File: src/binomial_coefficient_exact_assert.svh
// Assertion macros shared by the binomial coefficient RTL
`ifndef BINOMIAL_COEFFICIENT_EXACT_ASSERT_SVH
`define BINOMIAL_COEFFICIENT_EXACT_ASSERT_SVH

// Same-cycle implication
`define BCE_ASSERT_SAME(lbl, clk, rst_n, ante, cons, msg) \
  lbl: assert property (@(posedge clk) disable iff (!rst_n) (ante) |-> (cons)) \
    else $error(msg);

// Next-cycle implication
`define BCE_ASSERT_NEXT(lbl, clk, rst_n, ante, cons, msg) \
  lbl: assert property (@(posedge clk) disable iff (!rst_n) (ante) |=> (cons)) \
    else $error(msg);

`endif

File: src/bce_pkg.sv
// Shared constants, controller/datapath structs and the radix-256 divide step
`default_nettype none

package bce_pkg;

  localparam int MAX_N_DEF       = 255;
  localparam int RESULT_BITS_DEF = 32;
  localparam int COEF_W          = 32;
  localparam int ARG_W           = 8;
  localparam int FIRST_FACTOR    = 2;

  typedef struct packed {
    logic load;
    logic step_init;
    logic i_rst;
    logic i_inc;
    logic p1_start;
    logic p1_apply;
    logic p2_iter;
    logic fdiv_start;
    logic fdiv_apply;
    logic finish;
    logic fin_ovf;
  } bce_cmd_t;

  typedef struct packed {
    logic special;
    logic steps_done;
    logic i_le_d;
    logic p1_hit;
    logic div_done;
    logic prod_big;
  } bce_sts_t;

  // Eight restoring divide steps: returns {quotient byte, remainder}.
  // Requires r_in < dvs.
  function automatic logic [2*ARG_W-1:0] step8(input logic [ARG_W-1:0] r_in,
                                                input logic [ARG_W-1:0] bits_in,
                                                input logic [ARG_W-1:0] dvs);
    logic [ARG_W:0]   r;
    logic [ARG_W-1:0] q;
    logic [ARG_W-1:0] bits;
    r    = {1'b0, r_in};
    q    = '0;
    bits = bits_in;
    for (int s = 0; s < ARG_W; s++) begin
      r    = {r[ARG_W-1:0], bits[ARG_W-1]};
      bits = {bits[ARG_W-2:0], 1'b0};
      if (r >= {1'b0, dvs}) begin
        r = r - {1'b0, dvs};
        q = {q[ARG_W-2:0], 1'b1};
      end else begin
        q = {q[ARG_W-2:0], 1'b0};
      end
    end
    return {q, r[ARG_W-1:0]};
  endfunction

endpackage

`default_nettype wire

File: src/bce_divider.sv
// Serial divider: wide dividend by 8-bit divisor, one byte per cycle
`default_nettype none

module bce_divider #(
  parameter int DIV_W = 40
) (
  input  wire logic                      clk_i,
  input  wire logic                      rst_ni,
  input  wire logic                      start_i,
  input  wire logic [DIV_W-1:0]          dividend_i,
  input  wire logic [bce_pkg::ARG_W-1:0] divisor_i,
  output logic                           done_o,
  output logic [DIV_W-1:0]               quot_o,
  output logic [bce_pkg::ARG_W-1:0]      rem_o
);
  import bce_pkg::*;

  localparam int NumChunks = DIV_W / ARG_W;
  localparam int CntW      = $clog2(NumChunks + 1);

  logic                busy_q;
  logic                done_q;
  logic [CntW-1:0]     cnt_q;
  logic [DIV_W-1:0]    shreg_q;
  logic [ARG_W-1:0]    rem_q;
  logic [ARG_W-1:0]    dvs_q;
  logic [2*ARG_W-1:0]  stp;

  assign stp = step8(rem_q, shreg_q[DIV_W-1 -: ARG_W], dvs_q);

  always_ff @(posedge clk_i or negedge rst_ni) begin
    if (!rst_ni) begin
      busy_q <= 1'b0;
      done_q <= 1'b0;
      cnt_q  <= '0;
    end else begin
      done_q <= 1'b0;
      if (start_i) begin
        busy_q <= 1'b1;
        cnt_q  <= CntW'(NumChunks);
      end else if (busy_q) begin
        cnt_q <= cnt_q - CntW'(1);
        if (cnt_q == CntW'(1)) begin
          busy_q <= 1'b0;
          done_q <= 1'b1;
        end
      end
    end
  end

  // quotient bytes shift in from the bottom as dividend bytes leave the top
  always_ff @(posedge clk_i) begin
    if (start_i) begin
      shreg_q <= dividend_i;
      rem_q   <= '0;
      dvs_q   <= divisor_i;
    end else if (busy_q) begin
      shreg_q <= {shreg_q[DIV_W-ARG_W-1:0], stp[2*ARG_W-1:ARG_W]};
      rem_q   <= stp[ARG_W-1:0];
    end
  end

  assign done_o = done_q;
  assign quot_o = shreg_q;
  assign rem_o  = rem_q;

endmodule

`default_nettype wire

File: src/bce_datapath.sv
// Datapath: running total, step counters, factor cancellation, multiply and divide
`default_nettype none

module bce_datapath #(
  parameter int MAX_N       = bce_pkg::MAX_N_DEF,
  parameter int RESULT_BITS = bce_pkg::RESULT_BITS_DEF
) (
  input  wire logic                      clk_i,
  input  wire logic                      rst_ni,
  input  wire logic [bce_pkg::ARG_W-1:0] n_total_i,
  input  wire logic [bce_pkg::ARG_W-1:0] k_choose_i,
  input  wire bce_pkg::bce_cmd_t         cmd_i,
  output bce_pkg::bce_sts_t              sts_o,
  output logic [bce_pkg::COEF_W-1:0]     coefficient_o,
  output logic                           overflow_o
);
  import bce_pkg::*;

  localparam int TotW = RESULT_BITS;
  localparam int ProdW = RESULT_BITS + ARG_W;
  localparam int DivW = ((ProdW + ARG_W - 1) / ARG_W) * ARG_W;

  logic [TotW-1:0]    total_q;
  logic [ProdW-1:0]   prod_q;
  logic [ARG_W-1:0]   mult_q, m_q, d_q, i_q, j_q, steps_q;
  logic               special_q, range_err_q;
  logic [COEF_W-1:0]  coef_q;
  logic               ovf_q;

  logic [ARG_W-1:0]   nmk;
  logic               range_err;
  logic [2*ARG_W-1:0] d_qr, m_qr;
  logic [ARG_W-1:0]   d_quot, d_rem, m_quot, m_rem;

  logic               div_start;
  logic [DivW-1:0]    div_dividend;
  logic [ARG_W-1:0]   div_divisor;
  logic               div_done;
  logic [DivW-1:0]    div_quot;
  logic [ARG_W-1:0]   div_rem;

  assign nmk       = n_total_i - k_choose_i;
  assign range_err = n_total_i > ARG_W'(MAX_N);

  assign d_qr   = step8('0, d_q, i_q);
  assign m_qr   = step8('0, m_q, i_q);
  assign d_quot = d_qr[2*ARG_W-1:ARG_W];
  assign d_rem  = d_qr[ARG_W-1:0];
  assign m_quot = m_qr[2*ARG_W-1:ARG_W];
  assign m_rem  = m_qr[ARG_W-1:0];

  assign div_start    = cmd_i.p1_start | cmd_i.fdiv_start;
  assign div_dividend = cmd_i.fdiv_start ? DivW'(prod_q) : DivW'(total_q);
  assign div_divisor  = cmd_i.fdiv_start ? d_q : i_q;

  bce_divider #(
    .DIV_W(DivW)
  ) u_div (
    .clk_i      (clk_i),
    .rst_ni     (rst_ni),
    .start_i    (div_start),
    .dividend_i (div_dividend),
    .divisor_i  (div_divisor),
    .done_o     (div_done),
    .quot_o     (div_quot),
    .rem_o      (div_rem)
  );

  always_ff @(posedge clk_i) begin
    if (cmd_i.load) begin
      total_q     <= TotW'(1);
      j_q         <= ARG_W'(1);
      mult_q      <= n_total_i;
      steps_q     <= (k_choose_i < nmk) ? k_choose_i : nmk;
      range_err_q <= range_err;
      special_q   <= range_err || (k_choose_i > n_total_i);
    end
    if (cmd_i.step_init) begin
      m_q <= mult_q;
      d_q <= j_q;
      i_q <= ARG_W'(FIRST_FACTOR);
    end
    if (cmd_i.i_rst) begin
      i_q <= ARG_W'(FIRST_FACTOR);
    end
    if (cmd_i.i_inc) begin
      i_q <= i_q + ARG_W'(1);
    end
    // factor i divides the divisor; it cancels if it also divides the total
    if (cmd_i.p1_apply) begin
      if (div_rem == '0) begin
        total_q <= div_quot[TotW-1:0];
        d_q     <= d_quot;
      end
      i_q <= i_q + ARG_W'(1);
    end
    if (cmd_i.p2_iter) begin
      if (d_rem == '0 && m_rem == '0) begin
        m_q <= m_quot;
        d_q <= d_quot;
      end
      i_q <= i_q + ARG_W'(1);
    end
    // product taken when the second pass ends
    if (cmd_i.p2_iter == 1'b0 && cmd_i.i_rst == 1'b0 && cmd_i.fdiv_start == 1'b0
        && cmd_i.fin_ovf == 1'b0) begin
      prod_q <= ProdW'(total_q) * ProdW'(m_q);
    end
    if (cmd_i.fdiv_apply) begin
      total_q <= div_quot[TotW-1:0];
      j_q     <= j_q + ARG_W'(1);
      mult_q  <= mult_q - ARG_W'(1);
    end
    if (cmd_i.finish) begin
      coef_q <= (special_q || cmd_i.fin_ovf) ? '0 : COEF_W'(total_q);
      ovf_q  <= range_err_q || cmd_i.fin_ovf;
    end
  end

  assign sts_o.special    = special_q;
  assign sts_o.steps_done = j_q > steps_q;
  assign sts_o.i_le_d     = i_q <= d_q;
  assign sts_o.p1_hit     = d_rem == '0;
  assign sts_o.div_done   = div_done;
  assign sts_o.prod_big   = |prod_q[ProdW-1:TotW];

  assign coefficient_o = coef_q;
  assign overflow_o    = ovf_q;

endmodule

`default_nettype wire

File: src/bce_ctrl.sv
// Controller: sequences steps, cancellation passes and divides
`default_nettype none

`include "binomial_coefficient_exact_assert.svh"

module bce_ctrl (
  input  wire logic              clk_i,
  input  wire logic              rst_ni,
  input  wire logic              start_i,
  input  wire bce_pkg::bce_sts_t sts_i,
  output bce_pkg::bce_cmd_t      cmd_o,
  output logic                   busy_o,
  output logic                   valid_o
);
  import bce_pkg::*;

  localparam logic [2:0] S_IDLE  = 3'd0;
  localparam logic [2:0] S_CHECK = 3'd1;
  localparam logic [2:0] S_P1    = 3'd2;
  localparam logic [2:0] S_P1W   = 3'd3;
  localparam logic [2:0] S_P2    = 3'd4;
  localparam logic [2:0] S_OCHK  = 3'd5;
  localparam logic [2:0] S_FDIV  = 3'd6;

  logic [2:0] state_q, state_d;
  logic       valid_q, valid_d;
  bce_cmd_t   cmd;

  always_comb begin
    state_d = state_q;
    valid_d = 1'b0;
    cmd     = '0;
    case (state_q)
      S_IDLE: begin
        if (start_i) begin
          cmd.load = 1'b1;
          state_d  = S_CHECK;
        end
      end
      S_CHECK: begin
        if (sts_i.special || sts_i.steps_done) begin
          cmd.finish = 1'b1;
          valid_d    = 1'b1;
          state_d    = S_IDLE;
        end else begin
          cmd.step_init = 1'b1;
          state_d       = S_P1;
        end
      end
      S_P1: begin
        if (!sts_i.i_le_d) begin
          cmd.i_rst = 1'b1;
          state_d   = S_P2;
        end else if (sts_i.p1_hit) begin
          cmd.p1_start = 1'b1;
          state_d      = S_P1W;
        end else begin
          cmd.i_inc = 1'b1;
        end
      end
      S_P1W: begin
        if (sts_i.div_done) begin
          cmd.p1_apply = 1'b1;
          state_d      = S_P1;
        end
      end
      S_P2: begin
        if (sts_i.i_le_d) begin
          cmd.p2_iter = 1'b1;
        end else begin
          state_d = S_OCHK;
        end
      end
      S_OCHK: begin
        if (sts_i.prod_big) begin
          cmd.finish  = 1'b1;
          cmd.fin_ovf = 1'b1;
          valid_d     = 1'b1;
          state_d     = S_IDLE;
        end else begin
          cmd.fdiv_start = 1'b1;
          state_d        = S_FDIV;
        end
      end
      S_FDIV: begin
        if (sts_i.div_done) begin
          cmd.fdiv_apply = 1'b1;
          state_d        = S_CHECK;
        end
      end
      default: begin
        state_d = S_IDLE;
      end
    endcase
  end

  always_ff @(posedge clk_i or negedge rst_ni) begin
    if (!rst_ni) begin
      state_q <= S_IDLE;
      valid_q <= 1'b0;
    end else begin
      state_q <= state_d;
      valid_q <= valid_d;
    end
  end

  assign cmd_o   = cmd;
  assign busy_o  = state_q != S_IDLE;
  assign valid_o = valid_q;

  `BCE_ASSERT_SAME(a_div_done_waiting, clk_i, rst_ni, sts_i.div_done, (state_q == S_P1W || state_q == S_FDIV), "divider done outside a wait state")

endmodule

`default_nettype wire

File: src/binomial_coefficient_exact.sv
// Top level: exact binomial coefficient C(n,k), controller plus datapath
//
//  channel  | signals                      | transfer
//  ---------+------------------------------+------------------------------
//  request  | n_total_i, k_choose_i        | start high while busy low
//  result   | coefficient_o, overflow_o    | valid_o high for one cycle
//
// One request at a time. With k' = min(k, n-k), the result takes k' steps, each a serial
// trial-division loop plus divides on the shared byte-per-cycle divider, which set the
// time to the result; special cases (n above MAX_N, k above n) skip the steps.
// Asynchronous active-low reset returns to idle. The result is shown for exactly one cycle;
// the receiver cannot stall.
`default_nettype none

`include "binomial_coefficient_exact_assert.svh"

module binomial_coefficient_exact #(
  parameter int MAX_N       = bce_pkg::MAX_N_DEF,
  parameter int RESULT_BITS = bce_pkg::RESULT_BITS_DEF
) (
  input  wire logic                      clk_i,
  input  wire logic                      rst_ni,
  input  wire logic                      start,
  output logic                           busy,
  input  wire logic [bce_pkg::ARG_W-1:0] n_total_i,
  input  wire logic [bce_pkg::ARG_W-1:0] k_choose_i,
  output logic                           valid_o,
  output logic [bce_pkg::COEF_W-1:0]     coefficient_o,
  output logic                           overflow_o
);
  import bce_pkg::*;

  bce_cmd_t cmd;
  bce_sts_t sts;

  bce_ctrl u_ctrl (
    .clk_i   (clk_i),
    .rst_ni  (rst_ni),
    .start_i (start),
    .sts_i   (sts),
    .cmd_o   (cmd),
    .busy_o  (busy),
    .valid_o (valid_o)
  );

  bce_datapath #(
    .MAX_N       (MAX_N),
    .RESULT_BITS (RESULT_BITS)
  ) u_dp (
    .clk_i         (clk_i),
    .rst_ni        (rst_ni),
    .n_total_i     (n_total_i),
    .k_choose_i    (k_choose_i),
    .cmd_i         (cmd),
    .sts_o         (sts),
    .coefficient_o (coefficient_o),
    .overflow_o    (overflow_o)
  );

  `BCE_ASSERT_SAME(a_valid_idle, clk_i, rst_ni, valid_o, !busy, "result shown while busy")
  `BCE_ASSERT_NEXT(a_accept_busy, clk_i, rst_ni, (start && !busy), busy, "accepted request did not raise busy")
  `BCE_ASSERT_SAME(a_ovf_zero, clk_i, rst_ni, (valid_o && overflow_o), (coefficient_o == '0), "overflow with nonzero coefficient")

endmodule

`default_nettype wire

File: config.mk
export PLATFORM = sky130hd
export DESIGN_NAME = binomial_coefficient_exact
export DESIGN_NICKNAME = d
export VERILOG_FILES = /design/src/bce_pkg.sv /design/src/bce_divider.sv /design/src/bce_datapath.sv /design/src/bce_ctrl.sv /design/src/binomial_coefficient_exact.sv
export VERILOG_INCLUDE_DIRS = /design/src /design/src/src
export SDC_FILE = /design/constraint.sdc
export NUM_CORES = 1
export LEC_CHECK = 0
export ABC_AREA = 1
export BUFFER_PORTS_ARGS = -buffer_cell sky130_fd_sc_hd__clkbuf_2
export CAP_MARGIN = 10
export CORE_UTILIZATION = 45
export DETAILED_ROUTE_END_ITERATION = 6
export GPL_ROUTABILITY_DRIVEN = 1
export GPL_TIMING_DRIVEN = 0
export SETUP_SLACK_MARGIN = 0.02
export SLEW_MARGIN = 20
export SYNTH_ARGS = -nofsm -noshare
export SYNTH_HDL_FRONTEND = slang
export SYNTH_SLANG_ARGS = --single-unit
File: constraint.sdc
create_clock -name clk_i -period 21.4 [get_ports clk_i]
set_input_delay 3.21 -clock clk_i [delete_from_list [all_inputs] [get_ports clk_i]]
set_output_delay 3.21 -clock clk_i [all_outputs]
set_load 0.02 [all_outputs]
== Word-level counts from Yosys, hierarchy flattened ==
Cells that the tools add are included.

* Memory bits (read-only): 0
* Input bits: 19
* Bits in writable memories: 0
* Output and inout bits: 35
* Register bits: 220
* Memories kept: 0
* Latch bits: 0

* Equality and inequality tests: 12
* Order comparisons: 29
* Bitwise operators: 5
* Reductions and logical operators: 18
* Add/sub/neg operators: 29
* Divide/modulo/power cells: 0
* Muxes and demuxes: 113
* Shift operators: 0
* Multipliers: 1

{| class="wikitable"
|+ Operators by type and width
! cell !! count
|-
| $mux W8 || 43
|-
| $ge A9 B8 Y1 || 22
|-
| $sub A8 B8 Y8 || 23
|-
| $mux W32 || 4
|-
| $mux W40 || 3
|-
| $mux W1 || 47
|-
| $mul A32 B8 Y40 || 1
|-
| $mux W3 || 10
|-
| $logic_not A8 Y1 || 3
|-
| $pmux W3 S7 || 1
|-
| $add A8 B1 Y8 const B || 2
|-
| $ge A1 B8 Y1 || 2
|-
| $gt A8 B8 Y1 || 2
|-
| $sub A1 B8 Y8 || 2
|-
| $eq A3 B3 Y1 const B || 3
|-
| $gt A8 B8 Y1 const B || 1
|-
| $le A8 B8 Y1 || 1
|-
| $lt A8 B8 Y1 || 1
|-
| $reduce_or A8 Y1 || 1
|-
| $sub A8 B1 Y8 const B || 1
|-
| $eq A3 B1 Y1 const B || 2
|-
| $eq A3 B2 Y1 const B || 2
|-
| $mux W2 || 3
|-
| $reduce_and A5 Y1 || 1
|-
| other kinds (13) || 26
|}

== Longest topological paths before layout ==
Gate-level depths: netlist of the first run.

* Depth in word-level cells: 24
* Mapped depth: 113
* Gate-level depth less buffers: 109

== By module ==
A second synthesis of the first run with hierarchy kept.

* Cells, all modules: 3,799
* Area, all modules: 28,230.8 µm²

{| class="wikitable"
|+ Modules (own cells, without submodules)
! module !! instances !! cells each !! area an instance (µm²) !! sequential area each (µm²)
|-
| bce_datapath || 1 || 2,850 || 21,314.2 || 4,144.0
|-
| bce_divider || 1 || 880 || 6,432.4 || 1,726.7
|-
| bce_ctrl || 1 || 69 || 484.2 || 100.1
|}

== Worst setup path before layout of the first run ==
No wires, ideal clock.

* Kind: register -> register
* Start: reg u_dp.i_q[1]
* End: reg u_dp.u_div.shreg_q[0], in the netlist u_dp.u_div.quot_o[0], enable pin
* Required time: 21.002 ns
* Arrival time: 14.811 ns
* Setup time: 0.398 ns
* Stages on the path, launching flop included: 108
* Slack: 6.191 ns
* Clock period less this slack: 15.209 ns
* Path through: edfxtp_1 -> inv_2 -> ha_1 -> inv_1 -> nand2_1 -> nand2_4 -> nand2_1 -> o21ai_0 -> ha_1 -> inv_1 -> nor2_1 -> o21ai_0 -> nand2_2 -> nand2_1 -> nand2_2 -> nand2_4 -> nand2_2 -> o21ai_0 -> [... 72 more ...] -> ha_1 -> a21oi_1 -> nand2_1 -> nand2_1 -> a21oi_1 -> nor2_1 -> nor2_1 -> nor2_1 -> o21bai_1 -> a221oi_1 -> nand3_1 -> nor2_1 -> nand3_1 -> nand2_2 -> nand2_4 -> nand2_4 -> inv_2 -> nand2_1

* Longest elaborated chain between the ends: 22
* Elaborated cells between the ends (all ways): 31
* Classes of those cells: 8 x add/sub; 9 x order compare; 11 x mux; 1 x bitwise; 2 x reduce/logical

{| class="wikitable"
|+ RTL lines
! element !! line !! RTL
|-
| from (decl) || bce_datapath.sv:25 || <nowiki>logic [ARG_W-1:0] mult_q, m_q, d_q, i_q, j_q, steps_q;</nowiki>
|-
| from (signal assigned) || bce_datapath.sv:81 || <nowiki>i_q <= ARG_W'(FIRST_FACTOR);</nowiki>
|-
| from (signal assigned) || bce_datapath.sv:84 || <nowiki>i_q <= ARG_W'(FIRST_FACTOR);</nowiki>
|-
| from (signal assigned) || bce_datapath.sv:87 || <nowiki>i_q <= i_q + ARG_W'(1);</nowiki>
|-
| $sub A1 B8 Y8 / $ge A1 B8 Y1 (equally long branches) || bce_pkg.sv:50, bce_pkg.sv:49 ||
|-
| $mux W8 || bce_pkg.sv:49 || <nowiki>if (r >= {1'b0, dvs}) begin</nowiki>
|-
| $sub A8 B8 Y8 / $ge A9 B8 Y1 (equally long branches) || bce_pkg.sv:50, bce_pkg.sv:49 ||
|-
| $mux W8 || bce_pkg.sv:49 ||
|-
| $sub A8 B8 Y8 / $ge A9 B8 Y1 (equally long branches) || bce_pkg.sv:50, bce_pkg.sv:49 ||
|-
| $mux W8 || bce_pkg.sv:49 ||
|-
| $sub A8 B8 Y8 / $ge A9 B8 Y1 (equally long branches) || bce_pkg.sv:50, bce_pkg.sv:49 ||
|-
| $mux W8 || bce_pkg.sv:49 ||
|-
| [... 6 more ...] || n/a ||
|-
| $ge A9 B8 Y1 / $sub A8 B8 Y8 (equally long branches) || bce_pkg.sv:49, bce_pkg.sv:50 ||
|-
| $mux W8 || bce_pkg.sv:49 ||
|-
| $logic_not A8 Y1 || bce_datapath.sv:123 || <nowiki>assign sts_o.p1_hit = d_rem == '0;</nowiki>
|-
| $mux W1 || bce_ctrl.sv:54 || <nowiki>end else if (sts_i.p1_hit) begin</nowiki>
|-
| $mux W2 * || bce_ctrl.sv:51 || <nowiki>if (!sts_i.i_le_d) begin</nowiki>
|-
| $mux W3 * || bce_ctrl.sv:33 || <nowiki>case (state_q)</nowiki>
|-
| $or A1 B1 Y1 * || bce_datapath.sv:52 || <nowiki>assign div_start = cmd_i.p1_start | cmd_i.fdiv_start;</nowiki>
|-
| $reduce_bool A2 Y1 (no source line) * || n/a ||
|-
| to (signal assigned) || bce_divider.sv:54 || <nowiki>shreg_q <= dividend_i;</nowiki>
|-
| to (signal assigned) || bce_divider.sv:58 || <nowiki>shreg_q <= {shreg_q[DIV_W-ARG_W-1:0], stp[2*ARG_W-1:ARG_W]};</nowiki>
|-
| to (decl) || bce_divider.sv:24 || <nowiki>logic [DIV_W-1:0] shreg_q;</nowiki>
|}

Every way passes the cells marked *; elsewhere a longest branch is shown, timed or not.
A chain may end at the register's enable or synchronous reset.

== Worst setup path after layout of the first run ==
* Start: reg u_dp.u_div.dvs_q[1]
* End: reg u_dp.u_div.shreg_q[0], in the netlist u_dp.u_div.quot_o[0], data pin

* Longest elaborated chain between the ends: 18
* Elaborated cells between the ends (all ways): 25
* Classes of those cells: 7 x add/sub; 8 x order compare; 10 x mux

{| class="wikitable"
|+ RTL lines
! element !! line !! RTL
|-
| from (decl) || bce_divider.sv:26 || <nowiki>logic [ARG_W-1:0] dvs_q;</nowiki>
|-
| from (signal assigned) || bce_divider.sv:56 || <nowiki>dvs_q <= divisor_i;</nowiki>
|-
| $sub A8 B8 Y8 / $ge A9 B8 Y1 (equally long branches) || bce_pkg.sv:50, bce_pkg.sv:49 ||
|-
| $mux W8 || bce_pkg.sv:49 ||
|-
| $sub A8 B8 Y8 / $ge A9 B8 Y1 (equally long branches) || bce_pkg.sv:50, bce_pkg.sv:49 ||
|-
| $mux W8 || bce_pkg.sv:49 ||
|-
| $sub A8 B8 Y8 / $ge A9 B8 Y1 (equally long branches) || bce_pkg.sv:50, bce_pkg.sv:49 ||
|-
| $mux W8 || bce_pkg.sv:49 ||
|-
| $sub A8 B8 Y8 / $ge A9 B8 Y1 (equally long branches) || bce_pkg.sv:50, bce_pkg.sv:49 ||
|-
| $mux W8 || bce_pkg.sv:49 ||
|-
| [... 2 more ...] || n/a ||
|-
| $sub A8 B8 Y8 / $ge A9 B8 Y1 (equally long branches) || bce_pkg.sv:50, bce_pkg.sv:49 ||
|-
| $mux W8 || bce_pkg.sv:49 ||
|-
| $sub A8 B8 Y8 / $ge A9 B8 Y1 (equally long branches) || bce_pkg.sv:50, bce_pkg.sv:49 ||
|-
| $mux W8 || bce_pkg.sv:49 ||
|-
| $ge A9 B8 Y1 * || bce_pkg.sv:49 ||
|-
| $mux W1 * || bce_pkg.sv:49 ||
|-
| $mux W40 * || bce_divider.sv:57 || <nowiki>end else if (busy_q) begin</nowiki>
|-
| $mux W40 * || bce_divider.sv:53 || <nowiki>if (start_i) begin</nowiki>
|}

Every way passes the cells marked *; elsewhere a longest branch is shown, timed or not. The select of a mux whose other input is x is not followed.

==> results of run 1 <==
## layout make-up
| type | count | area [sq um] |
|---|---|---|
| plain buffers | 112 | 534 |
| clock buffers | 32 | 652 |
| clock inverters | 13 | 118 |
| fillers | 5991 | 30000 |
| inverters | 770 | 2890 |
| multi-input cells | 2515 | 17900 |
| flip-flops and latches | 219 | 5970 |
| well taps | 773 | 967 |
| repair buffers | 62 | 388 |
## per-layer routing
layer	track usage (%)	vias to the layer above	share of wire [%]
met2	38.2	450	45
met4	6.42	0	2.5
li1	-	11599	-
met1	33.7	10489	48
met3	1.96	96	4.6
met5	0	-	0
## how the worst min path moves through the flow
| stage | to | slack [ns] | start |
|---|---|---|---|
| after global routing | u_dp.total_q[0]$_DFF_P_ | 0.50 | u_dp.u_div.quot_o[0]$_DFFE_PP_ |
| after floorplan | u_dp.total_q[0]$_DFF_P_ | 0.44 | u_dp.total_q[0]$_DFF_P_ |
| after CTS | u_dp.u_div.rem_o[7]$_SDFFE_PN0P_ | 0.48 | u_dp.u_div.rem_o[7]$_SDFFE_PN0P_ |
| after global placement | u_dp.total_q[0]$_DFF_P_ | 0.46 | u_dp.total_q[0]$_DFF_P_ |
| after detailed placement | u_dp.total_q[0]$_DFF_P_ | 0.47 | u_dp.total_q[0]$_DFF_P_ |
| final | u_dp.u_div.rem_o[7]$_SDFFE_PN0P_ | 0.48 | u_dp.u_div.rem_o[7]$_SDFFE_PN0P_ |
## through the flow
stage,hold slack (ns),utilization (%),cells,cell area (sq um),worst slack [ns]
detailed placement,0.473,48.3,4451,28700,3.81
global route,0.504,49.6,4496,29500,1.80
floorplan,0.441,-,3616,27300,6.19
CTS,0.484,49.6,4496,29500,3.74
global placement,0.459,48.0,4442,28600,2.57
finish,0.482,49.6,4496,29500,3.77
## worst register-to-register path, delay by kind of cell (launching register included)
family | cells | cell delay, ns
and+or+nand+nor | 43 | 4.81
DFF | 1 | 0.74
buffers and inverters | 16 | 2.78
AOI/OAI and AO/OA | 32 | 6.32
adders and majority gates | 8 | 2.72
## cells by family after synthesis
logic type | share of synthesized area, %
AO/OA/AOI/OAI | 10.2
flip-flops | 21.8
AND/OR/NAND/NOR | 22.5
adder cells (fa/ha/maj) | 27.5
XOR/XNOR | 5.35
buffers and inverters | 12.5
## Yosys cell counts, types with 56 or more instances
| cell type | instances |
|---|---|
| inv_1 | 756 |
| ha_1 | 276 |
| nand3_1 | 187 |
| a21oi_1 | 185 |
| fa_1 | 203 |
| edfxtp_1 | 154 |
| dfxtp_1 | 56 |
| nand2_1 | 844 |
| nor2_1 | 162 |
| clkbuf_1 | 71 |
| xor2_1 | 117 |
| o21ai_0 | 145 |
## state kept, by name, indices dropped and copies added, names as in the netlist, 32 cells and up
name,flops
u_dp.coefficient_o,32
u_dp.u_div.quot_o,40
u_dp.prod_q,40
u_dp.total_q,32
==> results.md, run 1 <==
- Status: finished, final reports clean
- Syn nets: 4,114
- Drt first pass iters: 6
- IO Pins: 54
- Worst path required time: 21.69 ns
- Max FO, Critical Path: 10
- Worst setup path end: u_dp.u_div.quot_o[0]$_DFFE_PP_
- Critical path depth: 99
- Netlist cell types: 61
- Antenna diode count: 0
- Setup bufs post-CTS: 0
- Layout Skew: 0.0224 ns
- Antenna viol nets, final: 0
- Slew HR: 22.9%
- CP Launch Type: flop
- Seq/Total Area, Yosys: 21.8%
- Die H: 248 um
- Worst Setup SP: u_dp.u_div.dvs_q[1]$_DFFE_PN_
- CTS Hold Bufs: 0
- Largest net degree at the start of global routing: 32
- Crit path max-delay family: compound AO/OA/AOI/OAI gates
- Synth Cell Area: 27,300 sq um
- Reg-to-Reg End: u_dp.u_div.quot_o[0]$_DFFE_PP_
- CTS resizes: 0
- Final Setup Violations: 0
- Worst-Margin Slew: 1.16 ns
- Total grt overflow: 0
- Die width: 248 um
- Final worst path period share: 82.4%
- Tmin final: 17.63 ns
- Tot GR Track Use: 23.6%
- Ranking of synthesized cells by area: edfxtp_1 (17%), fa_1 (15%), ha_1 (13%), nand2_1 (12%), inv_1 (10%)
- # H-tree levels: 1
- FF-to-FF setup slack: 3.77 ns
- Clk slew on worst S/H paths: 0.06 ns
- Commonest register cell after synthesis: edfxtp_1
- Area growth syn-to-layout: 7.81%
- Cells on Worst Hold Path: 2
- Count of input and output buffers: 53
- Critical path type: reg -> reg
- Core Footprint: 59,500 sq um
- Worst Setup End Kind: flop
- DRC viols: 0
- RSZ-0062 raised after global routing: false
- Max stage delay on crit path: 0.74 ns
- R2R Path Start: u_dp.u_div.dvs_q[1]$_DFFE_PN_
- Yosys top cell area share: 16.9%
- Post-synth EDFFs: 154
- Share of cells above drive strength 1: 6.80%
- CTS Buf Count: 25
- Clock Sink Count: 219
- Max-slew violations: 0
- Setup_tns: 0 ns
- Vias per cell: 5.03
- Commonest non-fill, non-tap cell in the layout: nand2_1
- Vias in the first global route: 21.9k
- DPL Wire Length: 57,600 um
- CP bufs+invs: 16
- Worst skew pair latency: 0.56 ns
- Slowest stage cell, crit path: edfxtp_1
- Post-Route WL: 72,200 um
- Synth warn: 0
- CTS tree: built
- Cell mode on critical path: nand2_1
- Initial core utilization: 46.0%
- Die footprint: 61,700 sq um
- Maximum clock path buffer count: 3
- Placer congestion estimate: 0.871
- Layout Nets: 4,203
- Initial drt markers: 1,471
- Row count: 89
- Commonest cells after routing, fill and taps aside: nand2_1 (842), inv_1 (756), ha_1 (276)
- Initial antenna violation count: 0
- CTS root buffer: clkbuf_16
- Most area-hungry cell type in the Yosys netlist: edfxtp_1
- FF+latch count, synth: 219
- Final hold vios: 0
- DR WL/cell: 16.1 um
- Fmax: 56.7 MHz
- First-pass GRT wire length: 117,000 um
- Mapped Cells: 3,616
- Worst Path Arrival: 17.92 ns
- Reg2reg path depth: 99
- DR vias: 22.6k
- Max Cap Viol: 0
- Syn Area/Cell: 7.56 sq um
- Worst Hold Class: reg -> reg
- Post-synth ARST share: 4.11%
Power of run 1 is not shown: default switching activity piles up to over one toggle a cycle in this logic, so the estimate is an artifact.
==> inputs of run 2 (changes only) <==
==> constraint.sdc (replaced) <==
create_clock -name clk_i -period 14.9 [get_ports clk_i]
set_input_delay 2.235 -clock clk_i [delete_from_list [all_inputs] [get_ports clk_i]]
set_output_delay 2.235 -clock clk_i [all_outputs]
set_load 0.02 [all_outputs]
==> results.md, run 2 (same netlist as run 1, synthesis figures left out) <==
- Count of input and output buffers: 53 (unchanged)
- Worst path required time: 15.15 ns (-6.54 ns)
- Commonest non-fill, non-tap cell in the layout: nand2_1
- IO Pins: 54 (unchanged)
- Worst Setup End Kind: flop
- Die footprint: 61,700 sq um (unchanged)
- Layout Cells excl Fill: 4,603 (+2.4%)
- DR vias: 23.5k (+3.6%)
- Die H: 248 um (unchanged)
- Largest net degree at the start of global routing: 31 (-3.1%)
- Multi-input logic area: 19,000 sq um (+5.9%)
- Clk slew on worst S/H paths: 0.06 ns (about the same)
- Commonest cells after routing, fill and taps aside: nand2_1 (830), inv_1 (738), ha_1 (241)
- CTS root buffer: clkbuf_16
- Cell mode on critical path: nand2_1
- Vias per cell: 5.09 (+1.2%)
- Final worst path period share: 93.5% (+11 points)
- # fillers: 5,820 (-2.9%)
- Drt first pass iters: 5 (-1)
- RSZ-0062 raised after global routing: true
- Status: finished, final reports clean
- Placed cells: 4,450 (-0.022%)
- Core Footprint: 59,500 sq um (unchanged)
- Initial core utilization: 46.0% (unchanged)
- DR WL/cell: 16.5 um (+2.7%)
- Layout Skew: 0.0209 ns (-0.00158 ns)
- Post-Route WL: 75,900 um (+5.1%)
- Worst-Margin Slew: 0.986 ns (-0.170 ns)
- DRC viols: 0 (unchanged)
- Max Cap Viol: 0 (unchanged)
- Vias in the first global route: 22.3k (+1.6%)
- Slowest stage cell, crit path: or4_1
- Slew HR: 34.2% (+11 points)
- CP Launch Type: flop
- # H-tree levels: 1 (unchanged)
- Tot GR Track Use: 24.1% (+0.53 points)
- FF/Latch Area: 5970 sq um (about the same)
- Total grt overflow: 0 (unchanged)
- Post-Route Utilization: 52.9% (+3.4 points)
- CTS tree: built
- Antenna diode count: 0 (unchanged)
- Max FO, Critical Path: 10 (unchanged)
- Worst Hold Class: reg -> reg
- Worst Path Arrival: 14.18 ns (-3.74 ns)
- CTS Hold Bufs: 0 (unchanged)
- Placer congestion estimate: 0.886 (+1.7%)
- Share of cells above drive strength 1: 13.6% (+6.8 points)
- Initial antenna violation count: 0 (unchanged)
- Max-slew violations: 0 (unchanged)
- Die width: 248 um (unchanged)
- Clock Sink Count: 219 (unchanged)
- Final hold vios: 0 (unchanged)
- DPL Wire Length: 58,100 um (+0.95%)
- Antenna viol nets, final: 0 (unchanged)
- Fmax: 71.8 MHz (+27%)
- Max stage delay on crit path: 0.54 ns (-0.20 ns)
- Critical path type: reg -> reg
- Tmin final: 13.93 ns (-3.70 ns)
- Initial drt markers: 1,308 (-11%)
- Area growth syn-to-layout: 15.1%
- Maximum clock path buffer count: 3 (unchanged)
- CTS Buf Count: 26 (+4.0%)
- Row count: 89 (unchanged)
- Worst skew pair latency: 0.56 ns (about the same)
- First-pass GRT wire length: 120,000 um (+2.6%)
- Layout Nets: 4,308 (+2.5%)
- Final Setup Violations: 0 (unchanged)
## run 2: cell types whose count changed in the layout (fill, tap and decap cells not counted), sizes merged, moves of 2 or more
| cell | delta |
|---|---|
| clkinv | +2 |
| nand2 | +6 |
| clkinvlp | +12 |
| inv | -14 |
| buf | +100 |
## run 2: per-layer routing
metal | up-vias | track usage, % | part of all wire [%]
li1 | 11858 | - | -
met3 | 100 | 1.66 | 4.4
met1 | 10987 | 34.8 | 48
met5 | - | 0 | 0
met4 | 0 | 5.32 | 2.4
met2 | 506 | 39.5 | 45
## run 2: area by class of cell
cell class / instances / share of cell area (%)
clock inverters: 13 / 0.366
plain buffers: 109 / 1.85
repair buffers: 162 / 3.65
clock buffers: 35 / 2.24
flip-flops and latches: 219 / 19.0
inverters: 770 / 9.46
well taps: 773 / 3.07
multi-input cells: 2522 / 60.4
## run 2: stage by stage
| step | hold WS [ns] | area, sq um | setup TNS, ns | worst slack (ns) |
|---|---|---|---|---|
| after floorplan | 0.441 | 27300 | 0 | 0.0729 |
| after global placement | 0.457 | 28600 | -398.18 | -3.49 |
| after detailed placement | 0.461 | 28700 | -292.78 | -2.67 |
| after CTS | 0.471 | 30100 | 0 | 0.000846 |
| after global routing | 0.509 | 31500 | -15.70 | -0.179 |
| final | 0.486 | 31500 | 0 | 0.966 |
## run 2: repair_timing
action | CTS | global route
setup buffers | 34 | 66
gates cloned | 4 | 4
endpoints found under the hold margin | 0 | 0
pin swaps | 16 | 64
setup endpoints to repair | 136 | 136
resized for setup | 92 | 196
## run 2: critical path, delay by kind of cell, from the launching register on
kind,cells,cell delay (ns)
AND/OR/NAND/NOR,50,5.46
AO/OA/AOI/OAI,24,3.49
adder cells (fa/ha/maj),8,2.27
buffers and inverters,22,1.98
flip-flops,1,0.40
## run 2: path summary, 6_finish.rpt
check / end / cells after the start / slack [ns] / start
worst max-delay path: u_dp.u_div.quot_o[19]$_DFFE_PP_ / 104 / 0.97 / u_dp.i_q[0]$_DFFE_PP_
worst min-delay path: u_dp.total_q[0]$_DFF_P_ / 2 / 0.49 / u_dp.u_div.quot_o[0]$_DFFE_PP_
worst max register to register: u_dp.u_div.quot_o[19]$_DFFE_PP_ / 104 / 0.97 / u_dp.i_q[0]$_DFFE_PP_
worst min register to register: u_dp.total_q[0]$_DFF_P_ / 2 / 0.49 / u_dp.u_div.quot_o[0]$_DFFE_PP_
min in group asynchronous: u_ctrl.valid_o$_DFF_PN0_ / 1 / 1.57 / rst_ni
max in group asynchronous: u_dp.u_div.busy_q$_DFF_PN0_ / 1 / 13.04 / rst_ni
Power of run 2 is left out for the same reason.
